==> config.mk <==
export PLATFORM = sky130hd
export DESIGN_NAME = playfair_digraph_cipher_flat
export DESIGN_NICKNAME = d
export VERILOG_FILES = /design/src/hw/rtl/pf_pkg.sv /design/src/hw/rtl/pf_in_if.sv /design/src/hw/rtl/pf_out_if.sv /design/src/hw/rtl/pf_front.sv /design/src/hw/rtl/pf_cipher.sv /design/src/hw/rtl/playfair_digraph_cipher.sv /design/src/flat_wrapper.sv
export SDC_FILE = /design/constraint.sdc
export NUM_CORES = 1
export LEC_CHECK = 0
export ABC_AREA = 1
export BUFFER_PORTS_ARGS = -buffer_cell sky130_fd_sc_hd__buf_2
export CORE_MARGIN = 5
export CORE_UTILIZATION = 40
export CTS_BUF_LIST = sky130_fd_sc_hd__clkbuf_8 sky130_fd_sc_hd__clkbuf_16
export DETAILED_ROUTE_END_ITERATION = 6
export SETUP_SLACK_MARGIN = 0.4
export SLEW_MARGIN = 0
export SYNTH_ARGS = -nofsm -noshare
export SYNTH_HDL_FRONTEND = slang
export SYNTH_SLANG_ARGS = --single-unit
export TNS_END_PERCENT = 5
==> constraint.sdc <==
create_clock -name clk -period 5.45 [get_ports clk]
set_input_delay 0.545 -clock clk [delete_from_list [all_inputs] [get_ports clk]]
set_output_delay 0.545 -clock clk [all_outputs]
set_load 0.02 [all_outputs]
==> src/hw/rtl/pf_pkg.sv <==
// Shared types, constants and helper functions for the Playfair digraph cipher.
// No dependencies; pf_front, pf_cipher, the top level and pf_checker import it.

package pf_pkg;

  // Letter codes run A=0 .. Z=25 in five bits.
  typedef logic [4:0] letter_t;
  typedef logic [2:0] coord_t;
  typedef logic [24:0] row_t;
  typedef row_t [4:0] square_t;

  localparam int unsigned SQ_SIZE = 5;

  localparam letter_t CODE_I = 5'd8;
  localparam letter_t CODE_J = 5'd9;
  localparam letter_t CODE_X = 5'd23;

  localparam logic [7:0] ASCII_UPPER_A = 8'h41;
  localparam logic [7:0] ASCII_UPPER_Z = 8'h5A;
  localparam logic [7:0] ASCII_LOWER_A = 8'h61;
  localparam logic [7:0] ASCII_LOWER_Z = 8'h7A;

  // Register map of the configuration port.
  localparam int unsigned CFG_IDX_W = 3;
  typedef enum logic [CFG_IDX_W-1:0] {
    CFG_DECRYPT = 3'd0,
    CFG_ROW0    = 3'd1,
    CFG_ROW1    = 3'd2,
    CFG_ROW2    = 3'd3,
    CFG_ROW3    = 3'd4,
    CFG_ROW4    = 3'd5
  } cfg_reg_t;

  // Reset key square: ABCDE / FGHIK / LMNOP / QRSTU / VWXYZ.
  localparam row_t ROW0_RESET = 25'd4294688;
  localparam row_t ROW1_RESET = 25'd10755269;
  localparam row_t ROW2_RESET = 25'd16201099;
  localparam row_t ROW3_RESET = 25'd21613104;
  localparam row_t ROW4_RESET = 25'd27025109;

  // One pair waiting to be enciphered, or an empty end-of-message marker.
  typedef struct packed {
    letter_t a;
    letter_t b;
    logic    pair;
    logic    done;
  } pair_req_t;

  // Work produced by one input byte: up to two results, oldest in slot 0.
  typedef struct packed {
    logic [1:0]      cnt;
    pair_req_t [1:0] slot;
  } job_t;

  // One result as it leaves the block.
  typedef struct packed {
    letter_t first_letter;
    letter_t second_letter;
    logic    pair_valid;
    logic    message_done;
  } result_t;

  // Read the letter code at a row and column of the square.
  function automatic letter_t sq_cell(square_t sq, coord_t r, coord_t c);
    row_t    row;
    letter_t res;
    row = sq[r];
    res = '0;
    for (int j = 0; j < SQ_SIZE; j++) begin
      if (c == coord_t'(j)) begin
        res = row[j*5 +: 5];
      end
    end
    return res;
  endfunction

  // Find a letter in the square; the first match in row-major order wins,
  // and a letter that is absent sits at row 0, column 0.
  function automatic logic [5:0] locate(square_t sq, letter_t l);
    logic [5:0] pos;
    pos = '0;
    for (int i = SQ_SIZE - 1; i >= 0; i--) begin
      for (int j = SQ_SIZE - 1; j >= 0; j--) begin
        if (sq[i][j*5 +: 5] == l) begin
          pos = {coord_t'(i), coord_t'(j)};
        end
      end
    end
    return pos;
  endfunction

  // Move one place round a row or column, forward or backward.
  function automatic coord_t step5(coord_t v, logic back);
    coord_t res;
    if (back) begin
      res = (v == 3'd0) ? coord_t'(SQ_SIZE - 1) : v - 3'd1;
    end else begin
      res = (v == coord_t'(SQ_SIZE - 1)) ? 3'd0 : v + 3'd1;
    end
    return res;
  endfunction

endpackage

==> src/hw/rtl/pf_in_if.sv <==
// Valid/ready channel that carries raw text bytes into the cipher.
// No dependencies.

interface pf_in_if;
  logic       valid;
  logic       ready;
  logic [7:0] text_byte;
  logic       final_byte;

  modport source (output valid, output text_byte, output final_byte, input ready);
  modport sink (input valid, input text_byte, input final_byte, output ready);
endinterface

==> src/hw/rtl/pf_out_if.sv <==
// Valid/ready channel that carries enciphered letter pairs out of the cipher.
// No dependencies.

interface pf_out_if;
  logic       valid;
  logic       ready;
  logic [4:0] first_letter;
  logic [4:0] second_letter;
  logic       pair_valid;
  logic       message_done;

  modport source (output valid, output first_letter, output second_letter,
                  output pair_valid, output message_done, input ready);
  modport sink (input valid, input first_letter, input second_letter,
                input pair_valid, input message_done, output ready);
endinterface

==> src/hw/rtl/pf_front.sv <==
// Front end: filters and folds text bytes, pairs the letters and builds the
// list of pairs that each byte releases. Depends on pf_pkg.

module pf_front
  import pf_pkg::*;
(
  input  logic       clk,
  input  logic       rst_n,
  input  logic       accept,
  input  logic [7:0] text_byte,
  input  logic       final_byte,
  input  logic       decrypt_mode,
  output job_t       job
);

  logic    held_valid_r, held_valid_nxt;
  letter_t held_letter_r, held_letter_nxt;

  logic      is_letter;
  letter_t   raw_letter;
  letter_t   letter;
  pair_req_t first_req, second_req;
  logic [1:0] cnt;

  // Classify the byte and fold it to a letter code, J read as I.
  always_comb begin
    is_letter  = 1'b0;
    raw_letter = '0;
    if (text_byte >= ASCII_UPPER_A && text_byte <= ASCII_UPPER_Z) begin
      is_letter  = 1'b1;
      raw_letter = letter_t'(text_byte - ASCII_UPPER_A);
    end else if (text_byte >= ASCII_LOWER_A && text_byte <= ASCII_LOWER_Z) begin
      is_letter  = 1'b1;
      raw_letter = letter_t'(text_byte - ASCII_LOWER_A);
    end
    letter = (raw_letter == CODE_J) ? CODE_I : raw_letter;
  end

  // Pairing rules, then padding of a lone letter at the end of a message.
  always_comb begin
    held_valid_nxt  = held_valid_r;
    held_letter_nxt = held_letter_r;
    cnt             = 2'd0;
    first_req       = '0;
    second_req      = '0;

    if (is_letter) begin
      if (!held_valid_r) begin
        held_valid_nxt  = 1'b1;
        held_letter_nxt = letter;
      end else if (!decrypt_mode && held_letter_r == letter) begin
        // Equal letters while encrypting: split by X, keep the new letter.
        first_req       = '{a: held_letter_r, b: CODE_X, pair: 1'b1, done: 1'b0};
        cnt             = 2'd1;
        held_letter_nxt = letter;
      end else begin
        first_req       = '{a: held_letter_r, b: letter, pair: 1'b1, done: final_byte};
        cnt             = 2'd1;
        held_valid_nxt  = 1'b0;
        held_letter_nxt = '0;
      end
    end

    if (final_byte) begin
      if (held_valid_nxt) begin
        if (cnt == 2'd0) begin
          first_req = '{a: held_letter_nxt, b: CODE_X, pair: 1'b1, done: 1'b1};
        end else begin
          second_req = '{a: held_letter_nxt, b: CODE_X, pair: 1'b1, done: 1'b1};
        end
        cnt             = cnt + 2'd1;
        held_valid_nxt  = 1'b0;
        held_letter_nxt = '0;
      end else if (cnt == 2'd0) begin
        // Nothing to send: a bare end-of-message marker.
        first_req = '{a: '0, b: '0, pair: 1'b0, done: 1'b1};
        cnt       = 2'd1;
      end
    end

    job.cnt     = cnt;
    job.slot[0] = first_req;
    job.slot[1] = second_req;
  end

  // Held letter is updated only when a request is taken.
  always_ff @(posedge clk) begin
    if (!rst_n) begin
      held_valid_r  <= 1'b0;
      held_letter_r <= '0;
    end else if (accept) begin
      held_valid_r  <= held_valid_nxt;
      held_letter_r <= held_letter_nxt;
    end
  end

endmodule

==> src/hw/rtl/pf_cipher.sv <==
// Digraph encipher/decipher logic: locates both letters in the key square and
// applies the row, column or rectangle rule. Depends on pf_pkg.

module pf_cipher
  import pf_pkg::*;
(
  input  square_t   square,
  input  logic      decrypt_mode,
  input  pair_req_t req,
  output result_t   res
);

  logic [5:0] pos_a, pos_b;
  coord_t     r1, c1, r2, c2;
  letter_t    o1, o2;

  // Both lookups run side by side.
  assign pos_a = locate(square, req.a);
  assign pos_b = locate(square, req.b);
  assign r1    = pos_a[5:3];
  assign c1    = pos_a[2:0];
  assign r2    = pos_b[5:3];
  assign c2    = pos_b[2:0];

  // Same row shifts columns, same column shifts rows, otherwise swap columns.
  always_comb begin
    if (r1 == r2) begin
      o1 = sq_cell(square, r1, step5(c1, decrypt_mode));
      o2 = sq_cell(square, r2, step5(c2, decrypt_mode));
    end else if (c1 == c2) begin
      o1 = sq_cell(square, step5(r1, decrypt_mode), c1);
      o2 = sq_cell(square, step5(r2, decrypt_mode), c2);
    end else begin
      o1 = sq_cell(square, r1, c2);
      o2 = sq_cell(square, r2, c1);
    end

    // An end-of-message marker carries zero letters.
    if (req.pair) begin
      res.first_letter  = o1;
      res.second_letter = o2;
    end else begin
      res.first_letter  = '0;
      res.second_letter = '0;
    end
    res.pair_valid   = req.pair;
    res.message_done = req.done;
  end

endmodule

==> src/hw/rtl/playfair_digraph_cipher.sv <==
// Top level of the Playfair digraph cipher: configuration registers, job
// register, result sequencing and output register.
// Depends on pf_pkg, pf_in_if, pf_out_if, pf_front and pf_cipher.
//
//   Channel  Direction  Payload                                      Handshake
//   in_ch    sink       text_byte[7:0], final_byte                   valid/ready
//   out_ch   source     first_letter, second_letter, pair_valid,     valid/ready
//                       message_done
//   cfg_*    sink       cfg_index[2:0], cfg_wdata[24:0]              cfg_we only
//
// A byte's pairs are enciphered one per cycle while the output register is free,
// from the job register into the output register. A byte that releases at most
// one result is taken every cycle while the sink keeps up; a byte that releases
// two keeps the next byte waiting until its second result issues. The output
// register is refilled in the cycle it is taken, so a stalled sink only holds
// the block while the job register still holds a pending result.
// Reset (synchronous, rst_n low) clears the held letter, the pending job, the
// output valid and restores the default key square with encryption selected.

module playfair_digraph_cipher
  import pf_pkg::*;
(
  input  logic                 clk,
  input  logic                 rst_n,
  pf_in_if.sink                in_ch,
  pf_out_if.source             out_ch,
  input  logic                 cfg_we,
  input  logic [CFG_IDX_W-1:0] cfg_index,
  input  logic [24:0]          cfg_wdata
);

  logic    decrypt_r;
  square_t square_r;

  logic      [1:0] job_cnt_r, job_cnt_nxt;
  pair_req_t [1:0] job_slot_r, job_slot_nxt;
  job_t            front_job;

  logic    out_valid_r;
  result_t out_res_r;
  result_t cipher_res;

  logic out_free, issue, accept;

  // Configuration registers.
  always_ff @(posedge clk) begin
    if (!rst_n) begin
      decrypt_r   <= 1'b0;
      square_r[0] <= ROW0_RESET;
      square_r[1] <= ROW1_RESET;
      square_r[2] <= ROW2_RESET;
      square_r[3] <= ROW3_RESET;
      square_r[4] <= ROW4_RESET;
    end else if (cfg_we) begin
      case (cfg_index)
        CFG_DECRYPT: decrypt_r   <= cfg_wdata[0];
        CFG_ROW0:    square_r[0] <= cfg_wdata;
        CFG_ROW1:    square_r[1] <= cfg_wdata;
        CFG_ROW2:    square_r[2] <= cfg_wdata;
        CFG_ROW3:    square_r[3] <= cfg_wdata;
        CFG_ROW4:    square_r[4] <= cfg_wdata;
        default: ;
      endcase
    end
  end

  // Handshake: a new request is taken once the job register will be empty.
  assign out_free     = !out_valid_r || out_ch.ready;
  assign issue        = (job_cnt_r != 2'd0) && out_free;
  assign in_ch.ready  = (job_cnt_r == 2'd0) || (issue && job_cnt_r == 2'd1);
  assign accept       = in_ch.valid && in_ch.ready;

  pf_front u_front (
    .clk          (clk),
    .rst_n        (rst_n),
    .accept       (accept),
    .text_byte    (in_ch.text_byte),
    .final_byte   (in_ch.final_byte),
    .decrypt_mode (decrypt_r),
    .job          (front_job)
  );

  // Job register: load on a request, otherwise shift after each issue.
  always_comb begin
    job_cnt_nxt  = job_cnt_r;
    job_slot_nxt = job_slot_r;
    if (accept) begin
      job_cnt_nxt  = front_job.cnt;
      job_slot_nxt = front_job.slot;
    end else if (issue) begin
      job_cnt_nxt     = job_cnt_r - 2'd1;
      job_slot_nxt[0] = job_slot_r[1];
    end
  end

  always_ff @(posedge clk) begin
    if (!rst_n) begin
      job_cnt_r <= 2'd0;
    end else begin
      job_cnt_r <= job_cnt_nxt;
    end
  end

  always_ff @(posedge clk) begin
    job_slot_r <= job_slot_nxt;
  end

  pf_cipher u_cipher (
    .square       (square_r),
    .decrypt_mode (decrypt_r),
    .req          (job_slot_r[0]),
    .res          (cipher_res)
  );

  // Output register.
  always_ff @(posedge clk) begin
    if (!rst_n) begin
      out_valid_r <= 1'b0;
    end else if (issue) begin
      out_valid_r <= 1'b1;
    end else if (out_ch.ready) begin
      out_valid_r <= 1'b0;
    end
  end

  always_ff @(posedge clk) begin
    if (issue) begin
      out_res_r <= cipher_res;
    end
  end

  assign out_ch.valid         = out_valid_r;
  assign out_ch.first_letter  = out_res_r.first_letter;
  assign out_ch.second_letter = out_res_r.second_letter;
  assign out_ch.pair_valid    = out_res_r.pair_valid;
  assign out_ch.message_done  = out_res_r.message_done;

endmodule

==> src/flat_wrapper.sv <==
// flat-port wrapper written by rule: the top's interface ports become plain ports
module playfair_digraph_cipher_flat import pf_pkg::*;
  (clk, rst_n, cfg_we, cfg_index, cfg_wdata, in_ch_valid, in_ch_text_byte, in_ch_final_byte, in_ch_ready, out_ch_valid, out_ch_first_letter, out_ch_second_letter, out_ch_pair_valid, out_ch_message_done, out_ch_ready);
  pf_in_if in_ch_i ();
  pf_out_if out_ch_i ();
  input  logic clk;
  input  logic rst_n;
  input  logic cfg_we;
  input  logic [CFG_IDX_W-1:0] cfg_index;
  input  logic [24:0] cfg_wdata;
  input wire logic [$bits(in_ch_i.valid)-1:0] in_ch_valid;
  input wire logic [$bits(in_ch_i.text_byte)-1:0] in_ch_text_byte;
  input wire logic [$bits(in_ch_i.final_byte)-1:0] in_ch_final_byte;
  output wire logic [$bits(in_ch_i.ready)-1:0] in_ch_ready;
  output wire logic [$bits(out_ch_i.valid)-1:0] out_ch_valid;
  output wire logic [$bits(out_ch_i.first_letter)-1:0] out_ch_first_letter;
  output wire logic [$bits(out_ch_i.second_letter)-1:0] out_ch_second_letter;
  output wire logic [$bits(out_ch_i.pair_valid)-1:0] out_ch_pair_valid;
  output wire logic [$bits(out_ch_i.message_done)-1:0] out_ch_message_done;
  input wire logic [$bits(out_ch_i.ready)-1:0] out_ch_ready;
  assign in_ch_i.valid = in_ch_valid;
  assign in_ch_i.text_byte = in_ch_text_byte;
  assign in_ch_i.final_byte = in_ch_final_byte;
  assign in_ch_ready = in_ch_i.ready;
  assign out_ch_valid = out_ch_i.valid;
  assign out_ch_first_letter = out_ch_i.first_letter;
  assign out_ch_second_letter = out_ch_i.second_letter;
  assign out_ch_pair_valid = out_ch_i.pair_valid;
  assign out_ch_message_done = out_ch_i.message_done;
  assign out_ch_i.ready = out_ch_ready;
  playfair_digraph_cipher u_core (.clk(clk), .rst_n(rst_n), .in_ch(in_ch_i), .out_ch(out_ch_i), .cfg_we(cfg_we), .cfg_index(cfg_index), .cfg_wdata(cfg_wdata));
endmodule
==> results of run 1 <==
==> sequential cells by signal, indices dropped and copies added (netlist names), 2 cells and up <==
signal,flops
u_core.square_r,125
u_core.job_cnt_r,2
u_core.out_ch.second_letter,5
u_core.job_slot_r,18
u_core.out_ch.first_letter,5
u_core.u_front.held_letter_r,5
==> layout make-up <==
class | instances | area, µm² | area share
inverters | 270 | 1030 | 0.0561
well taps | 539 | 674 | 0.0367
clock buffers | 17 | 425 | 0.0232
diodes | 4 | 10.0 | 0.000545
clock inverters | 15 | 160 | 0.00872
flip-flops and latches | 165 | 3600 | 0.196
multi-input cells | 2217 | 11400 | 0.618
repair buffers | 142 | 1100 | 0.0600
==> critical path, delay by kind of cell (launching register included) <==
family,cells,cell delay (ns)
AOI/OAI and AO/OA,3,0.75
and+or+nand+nor,19,2.22
xor gates and xnor gates,1,0.15
DFF,1,0.44
buffers and inverters,4,0.96
adders and majority gates,1,0.24
==> routing by layer <==
layer  vias up  global-route usage  share of wire
met2      1326               0.538           0.41
li1       9315                   -              -
met5         -                   0        0.00014
met1      9607               0.520           0.42
met3       243               0.118           0.12
met4         2               0.155          0.045
==> cells by family (layout without fill, tap and decap cells) <==
kind of cell               count (synthesis)  after routing
DFF                                      165            165
xor gates and xnor gates                 165            165
buffers and inverters                    458            444
and+or+nand+nor                         1358           1358
adders and majority gates                 24             24
other                                      0              4
AOI/OAI and AO/OA                        670            670
==> through the flow <==
| step | util | area (µm²) | setup WS, ns |
|---|---|---|---|
| 3_3_place_gp | 0.419 | 17600 | 0.0902 |
| 4_1_cts | 0.434 | 18200 | 0.286 |
| 2_1_floorplan | - | 17000 | 1.53 |
| 5_1_grt | 0.437 | 18400 | 0.240 |
| 3_5_place_dp | 0.419 | 17600 | 0.134 |
| 6_report | 0.437 | 18400 | 0.374 |
==> worst min path at each step <==
stage,from,endpoint,slack [ns],depth (start not counted)
2_1_floorplan,u_core.job_slot_r[0]$_DFFE_PP_,u_core.out_ch.message_done$_DFFE_PP_,0.40,0
3_3_place_gp,u_core.job_slot_r[0]$_DFFE_PP_,u_core.out_ch.message_done$_DFFE_PP_,0.40,0
3_5_place_dp,u_core.job_slot_r[0]$_DFFE_PP_,u_core.out_ch.message_done$_DFFE_PP_,0.41,0
4_1_cts,cfg_wdata[10],u_core.square_r[35]$_SDFFE_PN1P_,0.29,3
5_1_grt,cfg_wdata[10],u_core.square_r[35]$_SDFFE_PN1P_,0.31,3
6_report,cfg_wdata[10],u_core.square_r[35]$_SDFFE_PN1P_,0.32,3
==> cell usage after synthesis (all sizes together) (2+ instances only) <==
cell type / n / area (µm²)
a21boi: 3 / 37.5
a21oi: 221 / 1110
a31oi: 7 / 43.8
buf: 110 / 816
clkbuf: 78 / 295
clkinv: 4 / 15.0
dfxtp: 135 / 2700
edfxtp: 30 / 901
ha: 24 / 300
inv: 266 / 1000
nand2: 814 / 3110
nand3: 259 / 1360
nand3b: 2 / 15.0
nand4: 33 / 206
nor2: 226 / 952
nor3: 19 / 105
o211ai: 113 / 848
o21ai: 283 / 1420
o221ai: 7 / 61.3
o22ai: 22 / 138
o311ai: 2 / 17.5
o31ai: 8 / 65.1
or2: 2 / 12.5
xnor2: 132 / 1160
xor2: 33 / 289
==> repair_timing <==
action / in CTS / in global routing
gates resized for setup: 6 / 22
cloned: 0 / 0
endpoints found under the setup margin: 6 / 10
buffers inserted: 0 / 6
==> metrics.csv, run 1 <==
stage;metric;value;unit
timing;Slew Viols, Final;0;
global_routing;initial antenna violation count;4;
min_path;HP Class;primary input to register;
cts;clock slew at reported path FFs;0.07;ns
layout;nets@finish;2879;
logic_synthesis;Ys Warns;0;
timing;Setup Viol. Count Final;0;
timing;Final Skew;0.0146;ns
logic_synthesis;main combinational cell family by area after synthesis;simple AND/OR/NAND/NOR gates;
critical_path;worst reg2reg setup slack;0.37;ns
cts;CTS Sinks;165;
critical_path;Setup crit end;u_core.out_ch.second_letter[3]$_SDFFCE_PN0P_;
place;Detailed Place HPWL;67000;µm
logic_synthesis;synthesized instance count;2840;
critical_path;Crit. End Element;register;
logic_synthesis;syn_nets;2906;
logic_synthesis;FF+latch count, synth;165;
timing;RSZ-0062 raised after global routing;yes;
layout;Non-Filler Instances;3369;
timing;Least-Margin Pin Slew;1.30;ns
cts;Worst-Skew Late Latency;0.50;ns
route;antenna viol nets, final;0;
cts;root buf cell;clkbuf_16;
place;Inst Count DP;3327;
critical_path;crit path max fanout;30;
cts;CTS tree;done;
timing;Hold Vio Cnt, Final;0;
die;Core Region;42000;µm²
logic_synthesis;XOR/XNOR Fraction of Synth Area;0.0849;
die;die height;216;µm
die;die area;46800;µm²
critical_path;most frequent CP cell;nand2_1;
global_routing;gr usage total;0.375;
route;drt total wl;90800;µm
logic_synthesis;syn_area_per_cell;5.99;µm²
critical_path;slowest cell delay on critical path;0.56;ns
critical_path;CP max stage cell;o21ai_0;
die;Die W;216;µm
critical_path;R2R depth;28;
critical_path;Crit path arrival time;5.33;ns
layout;share of layout cells above drive strength 1;0.0916;
global_routing;first-pass GRT wire length;130000;µm
cts;H-Tree Level Count;4;
flow_run;max-cap violation count;0;
timing;TNS Setup;0;ns
logic_synthesis;Post-synth EDFFs;30;
logic_synthesis;post-synthesis compound-gate area fraction;0.221;
die;I/O pin cnt;56;
route;DR vias/cell;6.08;
die;initial core utilization;0.405;
cts;Max Buffers Root-to-Sink;2;
layout;Area growth syn-to-layout;7.86;%
layout;most common cell after layout, fill and taps aside;nand2_1;
critical_path;CP Class;register to register;
place;IO Port Bufs;55;
route;DRT Pass-1 Iters;6;
logic_synthesis;Synth cell types;52;
cts;hold_buf cts;0;
cts;TritonCTS buffer count;17;
logic_synthesis;Synth async-reset ratio;0;
route;via count;20500;
global_routing;number of global-route vias before repair;18600;
critical_path;critical path startpoint;u_core.job_slot_r[2]$_DFFE_PP_;
layout;# fillers;4616;
timing;post-route minimum period;5.08;ns
global_routing;GRT overflow;0;
route;post-DR wirelength/cell;27.0;µm
logic_synthesis;mux share of post-synthesis cell area;0;
logic_synthesis;Post-Synth Simple-Gate Area;0.339;
global_routing;largest net degree at the start of global routing;87;
die;row count;75;
critical_path;worst flop-to-flop path startpoint;u_core.job_slot_r[2]$_DFFE_PP_;
critical_path;CP Launch Type;register;
route;Starting DRT DRC Count;3002;
route;detailed-route DRC error count;0;
logic_synthesis;Post-Synth Adder-Cell Area;0.0176;
outcome;run status;finished, final reports clean;
place;GPL Wtd Cong;1.07;
critical_path;CP Data Required Time;5.71;ns
layout;most frequent cells in the layout;nand2_1, inv_1, o21ai_0;
critical_path;worst reg2reg endpoint;u_core.out_ch.second_letter[3]$_SDFFCE_PN0P_;
logic_synthesis;sequential area share after synthesis;0.212;
logic_synthesis;mapped cell area;17000;µm²
timing;maximum clock rate;197;MHz
timing;hold_ws;0.319;ns
timing;post-route clock period utilization;0.931;
timing;Slew headroom;0.122;
logic_synthesis;Main synth FF type;dfxtp_1;
Power of run 1 is not shown: default switching activity piles up to over one toggle a cycle in this logic, so the estimate is an artifact.
==> run 2, diff against run 1 <==
--- a/config.mk
+++ b/config.mk
@@ -8,9 +8,10 @@
 export ABC_AREA = 1
 export BUFFER_PORTS_ARGS = -buffer_cell sky130_fd_sc_hd__buf_2
 export CORE_MARGIN = 5
-export CORE_UTILIZATION = 40
+export CORE_UTILIZATION = 50
 export CTS_BUF_LIST = sky130_fd_sc_hd__clkbuf_8 sky130_fd_sc_hd__clkbuf_16
 export DETAILED_ROUTE_END_ITERATION = 6
+export PLACE_DENSITY = 0.66
 export SETUP_SLACK_MARGIN = 0.4
 export SLEW_MARGIN = 0
 export SYNTH_ARGS = -nofsm -noshare
==> run 2 against run 1 <==
  * Flip-flop and latch count is the same
  * Cell area fell by 1.2%
  * Worst hold slack improved by 0.037 ns
  * Utilization is 10 points higher
  * Non-clock buffer count decreased by 13
  * Fmax increased by 0.67%
  * Via count increased by 2.9%
  * Critical endpoint is now u_core.out_ch.second_letter[2]$_SDFFCE_PN0P_
==> metrics.csv, run 2 (same netlist as run 1, synthesis figures left out) <==
stage;metric;value;unit;change
cts;root buf cell;clkbuf_16;;
layout;Multi-input gate area;11400;µm²;+0.34%
route;detailed-route DRC error count;0;;unchanged
die;die height;195;µm;-10%
min_path;HP Class;primary input to register;;
layout;Seq. cell area;3600;µm²;unchanged
layout;max FFs per register;125;;unchanged
die;Die W;195;µm;-10%
layout;most frequent cells in the layout;nand2_1, o21ai_0, inv_1;;
timing;Least-Margin Pin Slew;1.26;ns;-0.0465 ns
route;drt total wl;85900;µm;-5.5%
timing;maximum clock rate;198;MHz;+0.67%
timing;Final Skew;0.0108;ns;-0.00385 ns
timing;Hold Vio Cnt, Final;0;;unchanged
place;Detailed Place HPWL;62100;µm;-7.2%
die;die area;37800;µm²;-19%
cts;Max Buffers Root-to-Sink;2;;unchanged
route;via count;21100;;+2.9%
route;post-DR wirelength/cell;26.3;µm;-2.4%
route;DRT Pass-1 Iters;7;;+1
die;I/O pin cnt;56;;unchanged
route;DR vias/cell;6.46;;+6.2%
route;antenna viol nets, final;0;;unchanged
place;GPL Wtd Cong;1.15;;+7.5%
global_routing;initial antenna violation count;5;;+1
die;initial core utilization;0.506;;+0.101
layout;Area growth syn-to-layout;6.61;%;
global_routing;number of global-route vias before repair;18600;;+0.14%
critical_path;CP Launch Type;register;;
layout;Top Registers;u_core.square_r: 125 flops, u_core.job_slot_r: 18 flops;;
critical_path;Crit path arrival time;5.37;ns;+0.04 ns
timing;TNS Setup;0;ns;unchanged
timing;Setup Viol. Count Final;0;;unchanged
critical_path;CP Data Required Time;5.78;ns;+0.07 ns
route;Starting DRT DRC Count;3428;;+14%
layout;share of layout cells above drive strength 1;0.0899;;-0.00171
timing;RSZ-0062 raised after global routing;yes;;
layout;largest reg by FF count;u_core.square_r;;
global_routing;gr usage total;0.430;;+0.0545
timing;Slew Viols, Final;0;;unchanged
die;Core Region;33600;µm²;-20%
cts;H-Tree Level Count;4;;unchanged
critical_path;CP Class;register to register;;
critical_path;CP max stage cell;buf_4;;
flow_run;max-cap violation count;0;;unchanged
critical_path;most frequent CP cell;nand2_1;;
timing;post-route minimum period;5.04;ns;-0.0337 ns
layout;# fillers;3490;;-24%
timing;post-route clock period utilization;0.925;;-0.00619
place;IO Port Bufs;55;;unchanged
global_routing;largest net degree at the start of global routing;87;;unchanged
critical_path;crit path max fanout;38;;+27%
cts;hold_buf cts;0;;unchanged
timing;Slew headroom;0.162;;+0.0393
layout;most common cell after layout, fill and taps aside;nand2_1;;
layout;nets@finish;2866;;-0.45%
cts;CTS Sinks;165;;unchanged
global_routing;first-pass GRT wire length;123000;µm;-5.3%
die;row count;67;;-11%
critical_path;slowest cell delay on critical path;0.48;ns;-0.08 ns
critical_path;Crit. End Element;register;;
cts;Worst-Skew Late Latency;0.47;ns;-0.03 ns
cts;CTS tree;done;;
cts;clock slew at reported path FFs;0.08;ns;about the same
outcome;run status;finished, final reports clean;;
cts;TritonCTS buffer count;17;;unchanged
global_routing;GRT overflow;0;;unchanged
[run 2: metal layers]
metal | track usage | wire length [µm]
met2 | 0.608 | 34000
met5 | 0 | 99
met1 | 0.568 | 32500
met3 | 0.158 | 13700
met4 | 0.227 | 5520
[run 2: per-stage QoR]
stage | setup slack [ns] | hold slack [ns] | util | instance area (µm²) | std cells
floorplan | 1.53 | 0.400 | - | 17000 | 2840
global placement | 0.328 | 0.412 | 0.516 | 17400 | 3224
detailed placement | 0.359 | 0.431 | 0.516 | 17400 | 3224
CTS | 0.415 | 0.341 | 0.534 | 18000 | 3256
global route | 0.353 | 0.354 | 0.540 | 18100 | 3261
finish | 0.408 | 0.356 | 0.540 | 18100 | 3262
[run 2: area by class of cell]
cell class                      instances  area share
Inverter                              270      0.0570
Clock inverter                         13     0.00745
Antenna cell                            1    0.000138
Tap cell                              448      0.0309
Timing Repair Buffer                  129      0.0532
Clock buffer                           19      0.0250
Multi-Input combinational cell       2217       0.628
Sequential cell                       165       0.199
[run 2: what timing repair did]
item                                   CTS  global route
setup buffers                            0             4
resized for setup                        2            43
setup endpoints to repair                3            10
endpoints found under the hold margin    0             0
gates cloned                             0             1
[run 2: worst paths after layout]
check	start	to	slack, ns	cells after the start
worst max-delay path	u_core.job_slot_r[4]$_DFFE_PP_	u_core.out_ch.second_letter[2]$_SDFFCE_PN0P_	0.41	30
worst min-delay path	cfg_wdata[19]	u_core.square_r[94]$_SDFFE_PN1P_	0.36	3
worst max register to register	u_core.job_slot_r[4]$_DFFE_PP_	u_core.out_ch.second_letter[2]$_SDFFCE_PN0P_	0.41	30
worst min register to register	u_core.job_slot_r[0]$_DFFE_PP_	u_core.out_ch.message_done$_DFFE_PP_	0.45	0
[run 2: critical path: cells and delay by family (launching register included)]
| family | cells | cell delay, ns |
|---|---|---|
| AND/OR/NAND/NOR | 23 | 2.93 |
| buffers and inverters | 5 | 1.09 |
| adder cells (fa/ha/maj) | 1 | 0.28 |
| AO/OA/AOI/OAI | 1 | 0.14 |
| flip-flops | 1 | 0.38 |
Power of run 2 is left out for the same reason.
